[config.mk]
export PLATFORM = sky130hd
export DESIGN_NAME = stwe_front
export DESIGN_NICKNAME = d
export VERILOG_FILES = /design/src/hdl/stwe_pkg.sv /design/src/hdl/stwe_front.sv
export SDC_FILE = /design/constraint.sdc
export NUM_CORES = 1
export LEC_CHECK = 0
export BUFFER_PORTS_ARGS = -buffer_cell sky130_fd_sc_hd__buf_2
export CAP_MARGIN = 20
export CORE_ASPECT_RATIO = 1.4
export CORE_MARGIN = 5
export CORE_UTILIZATION = 40
export CTS_CLUSTER_DIAMETER = 120
export DETAILED_ROUTE_END_ITERATION = 12
export PLACE_DENSITY = 0.66
export SLEW_MARGIN = 20
export SYNTH_ARGS = -nofsm -noshare
export SYNTH_HDL_FRONTEND = slang
export SYNTH_SLANG_ARGS = --single-unit
export TNS_END_PERCENT = 10
[constraint.sdc]
create_clock -name i_clk -period 1.99 [get_ports i_clk]
set_clock_uncertainty 0.05 [all_clocks]
set_input_delay 0 -clock i_clk [delete_from_list [all_inputs] [get_ports i_clk]]
set_output_delay 0 -clock i_clk [all_outputs]
set_load 0.005 [all_outputs]
[src/hdl/stwe_pkg.sv]
// ----------------------------------------------------------------------------
// stwe_pkg
// shared types and constants for the sliding time window extremes block
// ----------------------------------------------------------------------------
package stwe_pkg;

    localparam int RING_DEPTH_DEF  = 1024;
    localparam int TIME_BITS_DEF   = 32;

    localparam int WIN_BITS        = 16;
    localparam int IN_TIME_BITS    = 32;
    localparam int OUT_TIME_BITS   = 32;
    localparam int COUNT_BITS      = 11;

    localparam logic [WIN_BITS-1:0] WIN_RESET = 16'd2;

    // one input request
    typedef struct packed {
        logic [IN_TIME_BITS-1:0] event_time;
        logic                    last_event;
    } t_in;

    // one result
    typedef struct packed {
        logic [COUNT_BITS-1:0]    max_count;
        logic [OUT_TIME_BITS-1:0] max_first_time;
        logic [OUT_TIME_BITS-1:0] max_last_time;
        logic [COUNT_BITS-1:0]    min_count;
        logic [OUT_TIME_BITS-1:0] min_first_time;
        logic [OUT_TIME_BITS-1:0] min_last_time;
        logic                     overflow;
    } t_out;

endpackage

[src/hdl/stwe_front.sv]
// ----------------------------------------------------------------------------
// stwe_front
// accepts input requests, fits the time to the internal width, and holds
// them in a two-entry queue for the back end
// ----------------------------------------------------------------------------
module stwe_front #(
    parameter int TIME_BITS = stwe_pkg::TIME_BITS_DEF
) (
    input  logic               i_clk,
    input  logic               i_rst_n,
    input  logic               i_in_valid,
    output logic               o_in_stall,
    input  stwe_pkg::t_in      i_in_data,
    output logic               o_job_valid,
    output logic [TIME_BITS:0] o_job_data,
    input  logic               i_job_pop
);

    localparam int EXT_W = (TIME_BITS > stwe_pkg::IN_TIME_BITS) ?
                           TIME_BITS : stwe_pkg::IN_TIME_BITS;

    logic [TIME_BITS:0] r_q_data [2];
    logic               r_wr_ptr, n_wr_ptr;
    logic               r_rd_ptr, n_rd_ptr;
    logic [1:0]         r_cnt, n_cnt;

    logic               push;
    logic               pop;
    logic [EXT_W-1:0]   time_ext;

    // zero-extend or cut the incoming time to the internal width
    assign time_ext    = EXT_W'(i_in_data.event_time);

    assign o_in_stall  = (r_cnt == 2'd2);
    assign push        = i_in_valid & ~o_in_stall;
    assign o_job_valid = (r_cnt != 2'd0);
    assign pop         = i_job_pop & o_job_valid;
    assign o_job_data  = r_q_data[r_rd_ptr];

    always_comb begin
        n_wr_ptr = r_wr_ptr ^ push;
        n_rd_ptr = r_rd_ptr ^ pop;
        n_cnt    = r_cnt + {1'b0, push} - {1'b0, pop};
    end

    always_ff @(posedge i_clk) begin
        if (!i_rst_n) begin
            r_wr_ptr <= 1'b0;
            r_rd_ptr <= 1'b0;
            r_cnt    <= 2'd0;
        end else begin
            r_wr_ptr <= n_wr_ptr;
            r_rd_ptr <= n_rd_ptr;
            r_cnt    <= n_cnt;
        end
    end

    always_ff @(posedge i_clk) begin
        if (push) begin
            r_q_data[r_wr_ptr] <= {i_in_data.last_event, time_ext[TIME_BITS-1:0]};
        end
    end

endmodule

==> metrics <==
HPWL Detailed 3080 um; clk root buf clkbuf_8; crit-path max cell delay 390 ps; Residual DRC 0; CTS tree yes; TNS Setup 0 ps; H-tree lvl count 3; DRT antenna net count 0; Starting Density 0.406; # clock sinks 71; count leader, synth edfxtp_1; Combinational Power Share 0.258; final wirelength 4720 um; Gate Count Post-Synth 128; synth top area cells edfxtp_1 71%, mux2_4 16%, dfxtp_1 3.6%; asr flop ratio synth 0; WP buf/inv 1; DRT Pass-1 Iters 4; cell area after synthesis 2780 sq um; area delta synth->final 36.6%; share of layout cells above drive strength 1 0.506; GPL Wtd Cong 0.659; clk_lat worst skew 320 ps; Syn Nets 169; Setup crit start kind register; critical path's slowest cell buf_4; largest net degree at the start of global routing 34; setup slack, reg-to-reg 390 ps; warnings from Yosys 0; Wirelength per Cell 13.8 um; sequential share of the synthesized area 0.750; Port Buf Inserts 71; vias per cell 4.22; fmax 0.624 GHz; post-route minimum period 1600 ps; Final Power 4.22 mW; Die Span X 80.4 um; Int Pwr 3.22 mW; max-slew violations 0; RSZ-0062 raised after global routing no; Synth top area share 0.714; sw frac 0.237; r2r worst-path depth 4; Mean Syn Cell Area 21.7 sq um; worst-path maximum fanout 33; Core ar. 6850 sq um; PwrDens 1110 nW/um^2; peak supply drop 660 uV; Seq pwr share 0.464; vias 1442; Post-CTS Setup Bufs 0; Total Routing Usage GR 0.117; first-pass GRT wire length 7260 um; GRT overflow 0; initial antenna violation count 0; TritonCTS Buffers 9; hold_sp i_job_pop; synthesis-stage register bit count 71; CP endpoint kind register; Top delay family on crit path buffers and inverters; Cell variety after synth 17; Clock Pin Slew Worst Setup and Hold Paths 60 ps; CP Data Required Time 1920 ps; RR Startpoint r_cnt[1]$_SDFF_PN0_; crit path kind reg -> reg; floorplan row count 36; hold path cells 3; final hold violations 0; Die ar. 8730 sq um; CP Cell Sequence or2b_1, and2_1, ha_1, buf_4; Final period util 0.806; Final Util 0.554; worst min path class in -> reg; synth cell count leaders 66 x edfxtp_1, 30 x mux2_4, 5 x dfxtp_1, 4 x buf_6, 4 x ha_1; Worst slew margin 0.707; area leader, netlist edfxtp_1; Sw Pwr 1.00 mW; P_leak 1.53 nW; number of global-route vias before repair 1551; nets@finish 284; DRT iter0 DRCs 78; Die Ht 109 um; ys flop type edfxtp_1; Ports 72; Fillers 570; number of synthesized flops with an enable pin 66; Max clock buf depth 2; r2r endpoint r_q_data[1][13]$_DFFE_PP_; # diodes 0; Max-cap violations 0; power share of the clock group 0.278; Setup Viol. Count Final 0; worst-margin pin slew 440 ps; CP arrival 1530 ps; outcome finished, final reports clean
==> sequential cells by signal (all words and copies together) (netlist names), named ones only <==
| register | flops |
|---|---|
| r_cnt | 2 |
| r_q_data | 66 |
| r_rd_ptr | 1 |
| r_wr_ptr | 1 |
==> power by group through the flow <==
| stage | Clock (mW) | Sequential, mW | Combinational [mW] |
|---|---|---|---|
| floorplan | 0 | 1.98 | 0.729 |
| global placement | 0 | 1.98 | 1.06 |
| detailed placement | 0 | 2.00 | 1.06 |
| CTS | 1.22 | 1.96 | 1.12 |
| global route | 1.29 | 1.98 | 1.19 |
| finish | 1.17 | 1.96 | 1.09 |
==> routing by layer <==
metal,track usage,vias to the layer above,part of all wire
met5,0,-,0
met4,0.0580,0,0.011
met3,0.0417,4,0.051
met2,0.210,42,0.56
met1,0.118,677,0.38
li1,-,719,-
==> cells in the final DEF (no fill, tap or decap) <==
| master | count |
|---|---|
| inv_1 | 3 |
| ha_1 | 4 |
| nor2b_2 | 1 |
| dlygate4sd3_1 | 34 |
| mux2_4 | 30 |
| dfxtp_2 | 1 |
| buf_12 | 1 |
| and2_1 | 2 |
| dfxtp_1 | 4 |
| or2b_1 | 1 |
| mux2_2 | 3 |
| buf_2 | 71 |
| clkinv_4 | 1 |
| clkinvlp_4 | 1 |
| xnor3_1 | 1 |
| clkbuf_8 | 9 |
| bufinv_16 | 2 |
| buf_4 | 2 |
| nand2_1 | 2 |
| clkinv_2 | 2 |
| mux2i_1 | 2 |
| nor2b_1 | 1 |
| o21a_1 | 1 |
| edfxtp_1 | 66 |
| or2_2 | 1 |
| nand2b_1 | 1 |
==> worst max path at each step <==
stage,start,to,slack [ps],depth (start not counted)
5_1_grt,r_cnt[1]$_SDFF_PN0_,r_q_data[0][11]$_DFFE_PP_,280,4
6_report,r_cnt[1]$_SDFF_PN0_,r_q_data[1][13]$_DFFE_PP_,390,4
3_3_place_gp,r_cnt[1]$_SDFF_PN0_,r_q_data[1][6]$_DFFE_PP_,400,4
2_1_floorplan,r_cnt[1]$_SDFF_PN0_,r_q_data[1][0]$_DFFE_PP_,70,3
3_5_place_dp,r_cnt[1]$_SDFF_PN0_,r_q_data[1][6]$_DFFE_PP_,360,4
4_1_cts,r_cnt[1]$_SDFF_PN0_,r_q_data[1][13]$_DFFE_PP_,360,4
==> logic make-up after synthesis <==
logic type                 synth area share
DFF                                   0.750
AOI/OAI and AO/OA                   0.00270
buffers and inverters                0.0203
and+or+nand+nor                      0.0198
xor gates and xnor gates            0.00811
muxes                                 0.182
adders and majority gates            0.0180
==> metrics by stage <==
step                hold WS (ps)  cells  worst slack, ps  area [sq um]
global placement             140    293              402          3240
finish                      21.0    342              386          3790
detailed placement           144    293              355          3240
floorplan                   48.9    128             70.5          2780
global route                22.3    342              281          3790
CTS                         3.29    342              356          3790
==> layout make-up <==
class                   count  area, sq um  share of cell area
clock buffers               9          124              0.0327
repair buffers            108          731               0.193
inverters                   3         11.3             0.00297
well taps                  95          119              0.0313
flip-flops and latches     71         2080               0.549
clock inverters             6         86.3              0.0228
multi-input cells          50          639               0.169
==> worst min-delay path: stages <==
cell and delay [ps]:
buf_2 70, o21a_1 190, mux2i_1 90
==> what timing repair did <==
action                                  4_1_cts  5_1_grt
resized for setup                             0        0
hold endpoints to repair                     71        0
hold buffers                                 34        0
endpoints found under the setup margin        0        0
No activity file was read; power rests on OpenSTA's default activity.
